<file path="config.mk">
export PLATFORM = sky130hd
export DESIGN_NAME = timer_pool_scheduler
export DESIGN_NICKNAME = d
export VERILOG_FILES = /design/src/sv/tps_pkg.sv /design/src/sv/tps_front.sv /design/src/sv/tps_cmd_fifo.sv /design/src/sv/tps_engine.sv /design/src/sv/tps_res_fifo.sv /design/src/sv/timer_pool_scheduler.sv
export SDC_FILE = /design/constraint.sdc
export NUM_CORES = 2
export LEC_CHECK = 0
export BUFFER_PORTS_ARGS = -buffer_cell sky130_fd_sc_hd__clkbuf_2
export CAP_MARGIN = 5
export CORE_UTILIZATION = 57
export DETAILED_ROUTE_END_ITERATION = 7
export GPL_ROUTABILITY_DRIVEN = 0
export HOLD_SLACK_MARGIN = 0.06
export PLACE_DENSITY = 0.73
export SLEW_MARGIN = 5
export SYNTH_ARGS = -nofsm -noshare
export SYNTH_HDL_FRONTEND = slang
export SYNTH_SLANG_ARGS = --single-unit
</file>
<file path="constraint.sdc">
create_clock -name clk -period 26.6 [get_ports clk]
set_input_delay 1.33 -clock clk [delete_from_list [all_inputs] [get_ports clk]]
set_output_delay 1.33 -clock clk [all_outputs]
set_load 0.01 [all_outputs]
</file>
<file path="src/sv/tps_pkg.sv">
package tps_pkg;

    // pool sizing and time arithmetic width
    localparam int POOL_SIZE  = 16;
    localparam int TIME_WIDTH = 32;
    localparam int MAX_SLOTS  = 16;
    localparam int NUM_SLOTS  = (POOL_SIZE < MAX_SLOTS) ? POOL_SIZE : MAX_SLOTS;
    localparam int IDX_W      = (NUM_SLOTS > 1) ? $clog2(NUM_SLOTS) : 1;

    // fixed field widths
    localparam int OP_W      = 2;
    localparam int KIND_W    = 2;
    localparam int IN_TIME_W = 32;
    localparam int TAG_W     = 16;
    localparam int SLOT_W    = 4;
    localparam int SLOT_W1   = SLOT_W + 1;

    // queue depths
    localparam int CMD_DEPTH = 2;
    localparam int CMD_PTR_W = $clog2(CMD_DEPTH);
    localparam int CMD_CNT_W = $clog2(CMD_DEPTH + 1);
    localparam int RES_DEPTH = 2;
    localparam int RES_PTR_W = $clog2(RES_DEPTH);
    localparam int RES_CNT_W = $clog2(RES_DEPTH + 1);

    // operation codes
    localparam logic [OP_W-1:0] OP_POLL  = 2'd0;
    localparam logic [OP_W-1:0] OP_AT    = 2'd1;
    localparam logic [OP_W-1:0] OP_EVERY = 2'd2;
    localparam logic [OP_W-1:0] OP_AFTER = 2'd3;

    // result kinds
    localparam logic [KIND_W-1:0] KIND_ASSIGNED = 2'd0;
    localparam logic [KIND_W-1:0] KIND_NO_FREE  = 2'd1;
    localparam logic [KIND_W-1:0] KIND_FIRED    = 2'd2;
    localparam logic [KIND_W-1:0] KIND_DONE     = 2'd3;

    typedef logic [TIME_WIDTH-1:0] time_t;

    typedef struct packed {
        logic [OP_W-1:0]      operation;
        logic [IN_TIME_W-1:0] current_time;
        logic [IN_TIME_W-1:0] time_value;
        logic [TAG_W-1:0]     handler_tag;
        logic                 use_given_slot;
        logic [SLOT_W-1:0]    given_slot;
    } in_item_t;

    typedef struct packed {
        logic [KIND_W-1:0] result_kind;
        logic [SLOT_W-1:0] slot_index;
        logic [TAG_W-1:0]  handler_tag_out;
        logic              last;
    } res_item_t;

    typedef enum logic [1:0] {
        CMD_POLL,
        CMD_SET_GIVEN,
        CMD_SET_FREE,
        CMD_REJECT
    } cmd_kind_t;

    // classified request handed from the front to the engine
    typedef struct packed {
        cmd_kind_t        kind;
        time_t            now;
        time_t            due;
        time_t            reload;
        logic [TAG_W-1:0] tag;
        logic [IDX_W-1:0] slot;
    } cmd_t;

endpackage

</file>
<file path="src/sv/tps_front.sv">
module tps_front (
    input  logic              push,
    input  tps_pkg::in_item_t request,
    input  logic              cmd_full,
    output logic              cmd_push,
    output tps_pkg::cmd_t     cmd
);
    import tps_pkg::*;

    time_t now_t;
    time_t value_t;
    time_t sum_t;
    logic  given_ok;

    assign now_t    = TIME_WIDTH'(request.current_time);
    assign value_t  = TIME_WIDTH'(request.time_value);
    assign sum_t    = now_t + value_t;
    assign given_ok = SLOT_W1'({1'b0, request.given_slot}) < SLOT_W1'(NUM_SLOTS);
    assign cmd_push = push && !cmd_full;

    always_comb
    begin
        cmd.now  = now_t;
        cmd.tag  = request.handler_tag;
        cmd.slot = request.given_slot[IDX_W-1:0];

        // due time and reload per operation
        case (request.operation)
            OP_AT:
            begin
                cmd.due    = value_t;
                cmd.reload = '0;
            end
            OP_EVERY:
            begin
                cmd.due    = sum_t;
                cmd.reload = value_t;
            end
            OP_AFTER:
            begin
                cmd.due    = sum_t;
                cmd.reload = '0;
            end
            default:
            begin
                cmd.due    = '0;
                cmd.reload = '0;
            end
        endcase

        if (request.operation == OP_POLL)
        begin
            cmd.kind = CMD_POLL;
        end
        else if (request.use_given_slot)
        begin
            cmd.kind = given_ok ? CMD_SET_GIVEN : CMD_REJECT;
        end
        else
        begin
            cmd.kind = CMD_SET_FREE;
        end
    end

endmodule

</file>
<file path="src/sv/tps_cmd_fifo.sv">
module tps_cmd_fifo (
    input  logic          clk,
    input  logic          rst_n,
    input  logic          push,
    input  tps_pkg::cmd_t wdata,
    output logic          full,
    input  logic          pop,
    output logic          empty,
    output tps_pkg::cmd_t rdata
);
    import tps_pkg::*;

    cmd_t                 mem_reg [CMD_DEPTH];
    logic [CMD_PTR_W-1:0] wr_ptr_reg;
    logic [CMD_PTR_W-1:0] wr_ptr_next;
    logic [CMD_PTR_W-1:0] rd_ptr_reg;
    logic [CMD_PTR_W-1:0] rd_ptr_next;
    logic [CMD_CNT_W-1:0] count_reg;
    logic [CMD_CNT_W-1:0] count_next;
    logic                 do_push;
    logic                 do_pop;

    assign full    = count_reg == CMD_CNT_W'(CMD_DEPTH);
    assign empty   = count_reg == '0;
    assign rdata   = mem_reg[rd_ptr_reg];
    assign do_push = push && !full;
    assign do_pop  = pop && !empty;

    always_comb
    begin
        wr_ptr_next = wr_ptr_reg;
        rd_ptr_next = rd_ptr_reg;
        count_next  = count_reg;
        if (do_push)
        begin
            wr_ptr_next = (wr_ptr_reg == CMD_PTR_W'(CMD_DEPTH - 1)) ? '0 : wr_ptr_reg + 1'b1;
        end
        if (do_pop)
        begin
            rd_ptr_next = (rd_ptr_reg == CMD_PTR_W'(CMD_DEPTH - 1)) ? '0 : rd_ptr_reg + 1'b1;
        end
        case ({do_push, do_pop})
            2'b10:   count_next = count_reg + 1'b1;
            2'b01:   count_next = count_reg - 1'b1;
            default: count_next = count_reg;
        endcase
    end

    always_ff @(posedge clk or negedge rst_n)
    begin
        if (!rst_n)
        begin
            wr_ptr_reg <= '0;
            rd_ptr_reg <= '0;
            count_reg  <= '0;
        end
        else
        begin
            wr_ptr_reg <= wr_ptr_next;
            rd_ptr_reg <= rd_ptr_next;
            count_reg  <= count_next;
        end
    end

    always_ff @(posedge clk)
    begin
        if (do_push)
        begin
            mem_reg[wr_ptr_reg] <= wdata;
        end
    end

endmodule

</file>
<file path="src/sv/tps_engine.sv">
module tps_engine (
    input  logic               clk,
    input  logic               rst_n,
    input  logic               cmd_empty,
    input  tps_pkg::cmd_t      cmd_head,
    output logic               cmd_pop,
    input  logic               res_full,
    output logic               res_push,
    output tps_pkg::res_item_t res_data
);
    import tps_pkg::*;

    typedef enum logic [2:0] {
        ST_IDLE,
        ST_POLL,
        ST_FREE,
        ST_REPLY,
        ST_DONE
    } state_t;

    state_t               state_reg;
    state_t               state_next;
    logic [IDX_W-1:0]     idx_reg;
    logic [IDX_W-1:0]     idx_next;
    cmd_t                 cmd_reg;
    cmd_t                 cmd_next;
    logic [NUM_SLOTS-1:0] valid_reg;
    logic [NUM_SLOTS-1:0] valid_next;
    logic [KIND_W-1:0]    reply_kind_reg;
    logic [KIND_W-1:0]    reply_kind_next;
    logic [IDX_W-1:0]     reply_slot_reg;
    logic [IDX_W-1:0]     reply_slot_next;

    // slot payload, only meaningful where the valid bit is set
    logic [TAG_W-1:0]     tag_reg    [NUM_SLOTS];
    time_t                due_reg    [NUM_SLOTS];
    time_t                reload_reg [NUM_SLOTS];

    logic                 wr_en;
    logic [IDX_W-1:0]     wr_idx;
    logic [TAG_W-1:0]     wr_tag;
    time_t                wr_due;
    time_t                wr_reload;

    logic                 sel_valid;
    logic [TAG_W-1:0]     sel_tag;
    time_t                sel_due;
    time_t                sel_reload;
    logic                 hit;
    logic                 last_idx;

    assign sel_valid  = valid_reg[idx_reg];
    assign sel_tag    = tag_reg[idx_reg];
    assign sel_due    = due_reg[idx_reg];
    assign sel_reload = reload_reg[idx_reg];
    assign hit        = sel_valid && (cmd_reg.now >= sel_due);
    assign last_idx   = idx_reg == IDX_W'(NUM_SLOTS - 1);

    always_comb
    begin
        state_next      = state_reg;
        idx_next        = idx_reg;
        cmd_next        = cmd_reg;
        valid_next      = valid_reg;
        reply_kind_next = reply_kind_reg;
        reply_slot_next = reply_slot_reg;
        cmd_pop         = 1'b0;
        res_push        = 1'b0;
        res_data        = '0;
        wr_en           = 1'b0;
        wr_idx          = idx_reg;
        wr_tag          = cmd_reg.tag;
        wr_due          = cmd_reg.due;
        wr_reload       = cmd_reg.reload;

        case (state_reg)
            ST_IDLE:
            begin
                if (!cmd_empty)
                begin
                    cmd_pop  = 1'b1;
                    cmd_next = cmd_head;
                    idx_next = '0;
                    case (cmd_head.kind)
                        CMD_POLL:
                        begin
                            state_next = ST_POLL;
                        end
                        CMD_SET_FREE:
                        begin
                            state_next = ST_FREE;
                        end
                        CMD_SET_GIVEN:
                        begin
                            wr_en                     = 1'b1;
                            wr_idx                    = cmd_head.slot;
                            wr_tag                    = cmd_head.tag;
                            wr_due                    = cmd_head.due;
                            wr_reload                 = cmd_head.reload;
                            valid_next[cmd_head.slot] = 1'b1;
                            reply_kind_next           = KIND_ASSIGNED;
                            reply_slot_next           = cmd_head.slot;
                            state_next                = ST_REPLY;
                        end
                        default:
                        begin
                            reply_kind_next = KIND_NO_FREE;
                            reply_slot_next = '0;
                            state_next      = ST_REPLY;
                        end
                    endcase
                end
            end

            ST_POLL:
            begin
                if (!hit || !res_full)
                begin
                    if (hit)
                    begin
                        res_push                 = 1'b1;
                        res_data.result_kind     = KIND_FIRED;
                        res_data.slot_index      = SLOT_W'(idx_reg);
                        res_data.handler_tag_out = sel_tag;
                        res_data.last            = 1'b0;
                        if (sel_reload != '0)
                        begin
                            wr_en     = 1'b1;
                            wr_tag    = sel_tag;
                            wr_due    = sel_due + sel_reload;
                            wr_reload = sel_reload;
                        end
                        else
                        begin
                            valid_next[idx_reg] = 1'b0;
                        end
                    end
                    if (last_idx)
                    begin
                        state_next = ST_DONE;
                    end
                    else
                    begin
                        idx_next = idx_reg + 1'b1;
                    end
                end
            end

            ST_FREE:
            begin
                if (!sel_valid)
                begin
                    wr_en               = 1'b1;
                    valid_next[idx_reg] = 1'b1;
                    reply_kind_next     = KIND_ASSIGNED;
                    reply_slot_next     = idx_reg;
                    state_next          = ST_REPLY;
                end
                else if (last_idx)
                begin
                    reply_kind_next = KIND_NO_FREE;
                    reply_slot_next = '0;
                    state_next      = ST_REPLY;
                end
                else
                begin
                    idx_next = idx_reg + 1'b1;
                end
            end

            ST_REPLY:
            begin
                if (!res_full)
                begin
                    res_push                 = 1'b1;
                    res_data.result_kind     = reply_kind_reg;
                    res_data.slot_index      = SLOT_W'(reply_slot_reg);
                    res_data.handler_tag_out = cmd_reg.tag;
                    res_data.last            = 1'b1;
                    state_next               = ST_IDLE;
                end
            end

            ST_DONE:
            begin
                if (!res_full)
                begin
                    res_push             = 1'b1;
                    res_data.result_kind = KIND_DONE;
                    res_data.last        = 1'b1;
                    state_next           = ST_IDLE;
                end
            end

            default:
            begin
                state_next = ST_IDLE;
            end
        endcase
    end

    always_ff @(posedge clk or negedge rst_n)
    begin
        if (!rst_n)
        begin
            state_reg      <= ST_IDLE;
            idx_reg        <= '0;
            cmd_reg        <= '0;
            valid_reg      <= '0;
            reply_kind_reg <= KIND_ASSIGNED;
            reply_slot_reg <= '0;
        end
        else
        begin
            state_reg      <= state_next;
            idx_reg        <= idx_next;
            cmd_reg        <= cmd_next;
            valid_reg      <= valid_next;
            reply_kind_reg <= reply_kind_next;
            reply_slot_reg <= reply_slot_next;
        end
    end

    always_ff @(posedge clk)
    begin
        if (wr_en)
        begin
            tag_reg[wr_idx]    <= wr_tag;
            due_reg[wr_idx]    <= wr_due;
            reload_reg[wr_idx] <= wr_reload;
        end
    end

endmodule

</file>
<file path="src/sv/tps_res_fifo.sv">
module tps_res_fifo (
    input  logic               clk,
    input  logic               rst_n,
    input  logic               push,
    input  tps_pkg::res_item_t wdata,
    output logic               full,
    input  logic               pop,
    output logic               empty,
    output tps_pkg::res_item_t rdata
);
    import tps_pkg::*;

    res_item_t            mem_reg [RES_DEPTH];
    logic [RES_PTR_W-1:0] wr_ptr_reg;
    logic [RES_PTR_W-1:0] wr_ptr_next;
    logic [RES_PTR_W-1:0] rd_ptr_reg;
    logic [RES_PTR_W-1:0] rd_ptr_next;
    logic [RES_CNT_W-1:0] count_reg;
    logic [RES_CNT_W-1:0] count_next;
    logic                 do_push;
    logic                 do_pop;

    assign full    = count_reg == RES_CNT_W'(RES_DEPTH);
    assign empty   = count_reg == '0;
    assign rdata   = mem_reg[rd_ptr_reg];
    assign do_push = push && !full;
    assign do_pop  = pop && !empty;

    always_comb
    begin
        wr_ptr_next = wr_ptr_reg;
        rd_ptr_next = rd_ptr_reg;
        if (do_push)
        begin
            wr_ptr_next = (wr_ptr_reg == RES_PTR_W'(RES_DEPTH - 1)) ? '0 : wr_ptr_reg + 1'b1;
        end
        if (do_pop)
        begin
            rd_ptr_next = (rd_ptr_reg == RES_PTR_W'(RES_DEPTH - 1)) ? '0 : rd_ptr_reg + 1'b1;
        end
        case ({do_push, do_pop})
            2'b10:   count_next = count_reg + 1'b1;
            2'b01:   count_next = count_reg - 1'b1;
            default: count_next = count_reg;
        endcase
    end

    always_ff @(posedge clk or negedge rst_n)
    begin
        if (!rst_n)
        begin
            wr_ptr_reg <= '0;
            rd_ptr_reg <= '0;
            count_reg  <= '0;
        end
        else
        begin
            wr_ptr_reg <= wr_ptr_next;
            rd_ptr_reg <= rd_ptr_next;
            count_reg  <= count_next;
        end
    end

    always_ff @(posedge clk)
    begin
        if (do_push)
        begin
            mem_reg[wr_ptr_reg] <= wdata;
        end
    end

endmodule

</file>
<file path="src/sv/timer_pool_scheduler.sv">
// a schedule into a given slot is written as the engine takes it from the command queue, then replied
// a free-slot schedule searches up to NUM_SLOTS slots in index order for the first free one
// a poll walks one slot per cycle, holding on a hit while the result queue is full; poll-finished follows the last slot
// the engine takes no new item until the current one has pushed its last result
// reset (rst_n low, asynchronous): every slot freed, both queues emptied
module timer_pool_scheduler (
    input  logic               clk,
    input  logic               rst_n,
    input  logic               push,
    output logic               full,
    input  tps_pkg::in_item_t  request,
    output logic               empty,
    input  logic               pop,
    output tps_pkg::res_item_t result
);
    import tps_pkg::*;

    // front to command queue
    logic      front_push;
    cmd_t      front_cmd;

    // command queue to engine
    logic      cmd_empty;
    logic      cmd_pop;
    cmd_t      cmd_head;

    // engine to result queue
    logic      res_full;
    logic      res_push;
    res_item_t res_data;

    // front: decode the operation, compute due time and reload, check the given slot
    tps_front u_front (
        .push     (push),
        .request  (request),
        .cmd_full (full),
        .cmd_push (front_push),
        .cmd      (front_cmd)
    );

    // short queue decouples intake from the slot walk
    tps_cmd_fifo u_cmd_fifo (
        .clk   (clk),
        .rst_n (rst_n),
        .push  (front_push),
        .wdata (front_cmd),
        .full  (full),
        .pop   (cmd_pop),
        .empty (cmd_empty),
        .rdata (cmd_head)
    );

    // engine: owns the slot table, walks slots for polls and free-slot search,
    // stalls on a full result queue without losing its place
    tps_engine u_engine (
        .clk       (clk),
        .rst_n     (rst_n),
        .cmd_empty (cmd_empty),
        .cmd_head  (cmd_head),
        .cmd_pop   (cmd_pop),
        .res_full  (res_full),
        .res_push  (res_push),
        .res_data  (res_data)
    );

    // result queue, head drives the result ports
    tps_res_fifo u_res_fifo (
        .clk   (clk),
        .rst_n (rst_n),
        .push  (res_push),
        .wdata (res_data),
        .full  (res_full),
        .pop   (pop),
        .empty (empty),
        .rdata (result)
    );

endmodule

</file>
==> out/metrics.sh <==
FINALHOLDVIOLCOUNT=0
FIRST_PASS_ITERS=8
WORST_SETUP_PATH_START_KIND='flop'
GR-USAGE-MET1_PCT=40.0
FLOORPLAN.INITIALDENSITY_PCT=57.6
SYN_INST=3813
YOSYS_MOST_USED_DFF='edfxtp_1'
DETAILEDROUTE.FIRSTITERATIONVIOLATIONS=4844
ROOT_BUFFER='clkbuf_16'
HP-CLASS='reg -> reg'
CTS_NUM_SINKS=1710
DETAILEDPLACEMENTHPWL_MM=99.5
CTS_CLOCK_PIN_SLEW_FOR_THE_WORST_SETUP_AND_HOLD_PATHS_NS=0.06
INSTANCES_NO_FILL=5728
GRT_SETUP_UNREPAIRED='no'
POST_CTS_RESIZED=0
SYNTHARSTFLOPSHARE_PCT=8.65
FINAL.SETUP.TNS_NS=0
DIE_AREA_UM2=125000
ROUTED_VIA_DENSITY=6.65
VDD_DROP_MAX_uV=91.4
YOSYSWARNINGS=0
REG2REG_TO='u_engine.tag_reg[0][3]$_DFFE_PP_'
ACTUAL_TRANSITION_AT_THE_WORST_MAX_TRANSITION_PIN_NS=1.36
AREA_GROWTH_SYN_TO_LAYOUT_PCT=11.2
GRT.BUSIEST_LAYER='met2'
TIMING.CRITICAL_PATH.ARRIVAL_NS=9.28
CORE_FOOTPRINT_UM2=122000
REGTOREGSETUPSLACK_NS=17.83
YOSYS.AREA.TOP_TYPE_SHARE_PCT=66.7
FIN_UTIL_PCT=64.0
YOSYSTOPAREACELL='edfxtp_1'
MIN_PERIOD_NS=8.77
DIE_HEIGHT_UM=353
DIE_WIDTH_UM=353
PWR_DENSITY_CELL_nW_PER_UM2=138
GRT_MAX_DEGREE=195
FINALMAXSLEWVIOLATIONS=0
R2R_CELLS=14
NUMBER_OF_GLOBAL_ROUTE_VIAS_BEFORE_REPAIR=37900
POSTROUTEANTENNANETS=0
CTS-BUFFERS-INSERTED=169
SYNTH_CELL_TYPES=74
PORT_BUFFER_COUNT=115
GRT_UTIL_ALL_LAYERS_PCT=28.2
WORST_CASE_HEADROOM_TO_THE_MAX_SLEW_LIMIT_PCT=9.61
OVERALL_POWER_AFTER_LAYOUT_mW=10.8
WORSTREG2REGSTART='u_engine.idx_reg[0]$_DFFE_PN0P_'
BOUNDARYPINS=116
FIN_WS_NS=17.83
CRITICAL_PATH_CLASS='reg -> reg'
PROPORTION_OF_SYNTHESIZED_CHIP_AREA_IN_SEQUENTIAL_CELLS_PCT=72.0
TIMING.FINAL.CRIT_SHARE_PCT=33.0
CTSHTREEMAXLEVEL=4
POST_ROUTE_CELLS_DRIVE_ABOVE_1_SHARE_PCT=21.5
CLOCK_INSERTION_DELAY_WORST_SKEW_NS=0.80
CP-ENDPOINT='u_engine.tag_reg[0][3]$_DFFE_PP_'
PRE_CTS_SLACK_NS=17.81
CTS_TREE='built'
WORST_CLOCK_SKEW_NS=0.0313
SYNTH.FF_LATCH_COUNT=1710
TIMING.CRITICAL_PATH.REQUIRED_NS=27.10
NETLIST_AREA_BEFORE_PLACEMENT_UM2=70300
CRITICAL_PATH_PEAK_FANOUT=89
WL_PER_CELL_UM=30.5
MAX_FREQ_MHz=114
FINAL_COMMON_CELL='edfxtp_1'
OVERFLOW=0
FINALNETCOUNT=4153
POSTCTSSETUPREPAIRBUFS=0
GRT_FIRST_PASS_WIRELENGTH_MM=256
CP-STARTPOINT='u_engine.idx_reg[0]$_DFFE_PN0P_'
MET3_USAGE_PCT=5.09
ROWS=128
SYN_AREA_PER_CELL_UM2=18.4
SYNTH_FP_NETS=4006
GRT_ANTENNA_BEFORE_REPAIR=6
DRT_WL_TOTAL_MM=174
SETUP_VIOL=0
PLACED_CELLS_INCL_TAPS=5414
CLOCK_TREE_BUF_DEPTH=3
SYNTH_ENABLE_FLOP_CELLS=1562
CTS-HOLD-FIX-BUFFERS=0
DRC_ERRORS=0
STATUS='complete, no violations'
CRITICAL_PATH.ENDPOINT_TYPE='flop'
GRTUSAGEMET2_PCT=44.9
LAYOUT_COMMON_CELLS='1562 x edfxtp_1, 373 x mux4_2, 255 x nor2_1'
SYNTH.AREA.TOP_CELLS='edfxtp_1 67%, mux4_2 12%, dfrtp_1 5.3%'
POWER_LEAKAGE_nW=26.3
VIA_COUNT=38100
DRV_CAP=0
logic make-up after synthesis:
family	synth area share, %
compound gates	5.87
buf+inv	1.83
simple gates	3.58
mux	14.1
xor+xnor	0.785
flops	72.0
fa+ha+maj	1.84
per-layer routing:
layer | wire [um] | vias up
met5 | 23 | -
met4 | 5250 | 4
met3 | 16500 | 322
met2 | 84400 | 2125
met1 | 68300 | 19800
li1 | - | 15800
worst max-delay path, cell delays in order (launching register included):
cell	delay, ns
dfrtp_4	0.93
buf_12	0.60
mux4_2	0.61
mux4_2	0.52
ha_1	0.29
nand2b_1	0.15
a2111o_1	0.44
a311o_1	0.42
a211oi_1	0.99
o311a_1	0.59
nor4_4	0.10
buf_4	0.27
o21bai_4	0.63
buf_4	0.95
a221o_1	0.71
synthesized netlist by cell type (27+ instances only):
| library cell | count |
|---|---|
| o21ai_0 | 53 |
| ha_1 | 100 |
| clkbuf_1 | 125 |
| nor3_1 | 27 |
| xnor2_1 | 42 |
| a221o_1 | 73 |
| buf_2 | 40 |
| mux2i_1 | 123 |
| nand2_1 | 106 |
| a21o_1 | 42 |
| a31oi_1 | 29 |
| a21oi_1 | 190 |
| a22oi_1 | 65 |
| inv_1 | 53 |
| dfrtp_1 | 148 |
| edfxtp_1 | 1562 |
| nand3_1 | 33 |
| a22o_1 | 38 |
| nor2_1 | 271 |
| mux4_2 | 373 |
| and2_1 | 41 |
through the flow:
step | hold WS [ns] | cell area [um^2]
after floorplan | 0.451 | 70300
after global placement | 0.471 | 72700
after detailed placement | 0.473 | 72700
after CTS | 0.487 | 78100
after global routing | 0.494 | 78100
final | 0.491 | 78200
worst min-delay path by stage:
stage / startpoint / cells after the start / endpoint
2_1_floorplan: u_engine.reply_kind_reg[0]$_DFFE_PN0P_ / 2 / u_engine.reply_kind_reg[0]$_DFFE_PN0P_
3_3_place_gp: u_engine.valid_reg[7]$_DFFE_PN0P_ / 1 / u_engine.valid_reg[7]$_DFFE_PN0P_
3_5_place_dp: u_engine.valid_reg[4]$_DFFE_PN0P_ / 1 / u_engine.valid_reg[4]$_DFFE_PN0P_
4_1_cts: u_engine.valid_reg[13]$_DFFE_PN0P_ / 1 / u_engine.valid_reg[13]$_DFFE_PN0P_
5_1_grt: u_engine.valid_reg[13]$_DFFE_PN0P_ / 1 / u_engine.valid_reg[13]$_DFFE_PN0P_
6_report: u_engine.valid_reg[13]$_DFFE_PN0P_ / 1 / u_engine.valid_reg[13]$_DFFE_PN0P_
power breakdown:
group	switching, mW	internal (mW)	leakage [nW]
logic	2.64	1.43	7.78
registers	0.218	4.14	15.8
clock network	1.02	1.33	2.67
total	3.87	6.90	26.3
layout make-up:
| type | instances | area (um^2) |
|---|---|---|
| Clock buffer | 231 | 4660 |
| Fill cell | 8196 | 43900 |
| Tap cell | 1625 | 2030 |
| Inverter | 53 | 199 |
| Antenna cell | 2 | 5.00 |
| Timing Repair Buffer | 189 | 1210 |
| Sequential cell | 1710 | 50600 |
| Multi-Input combinational cell | 1837 | 18600 |
| Clock inverter | 81 | 791 |
(Power assumes the default switching activity.)
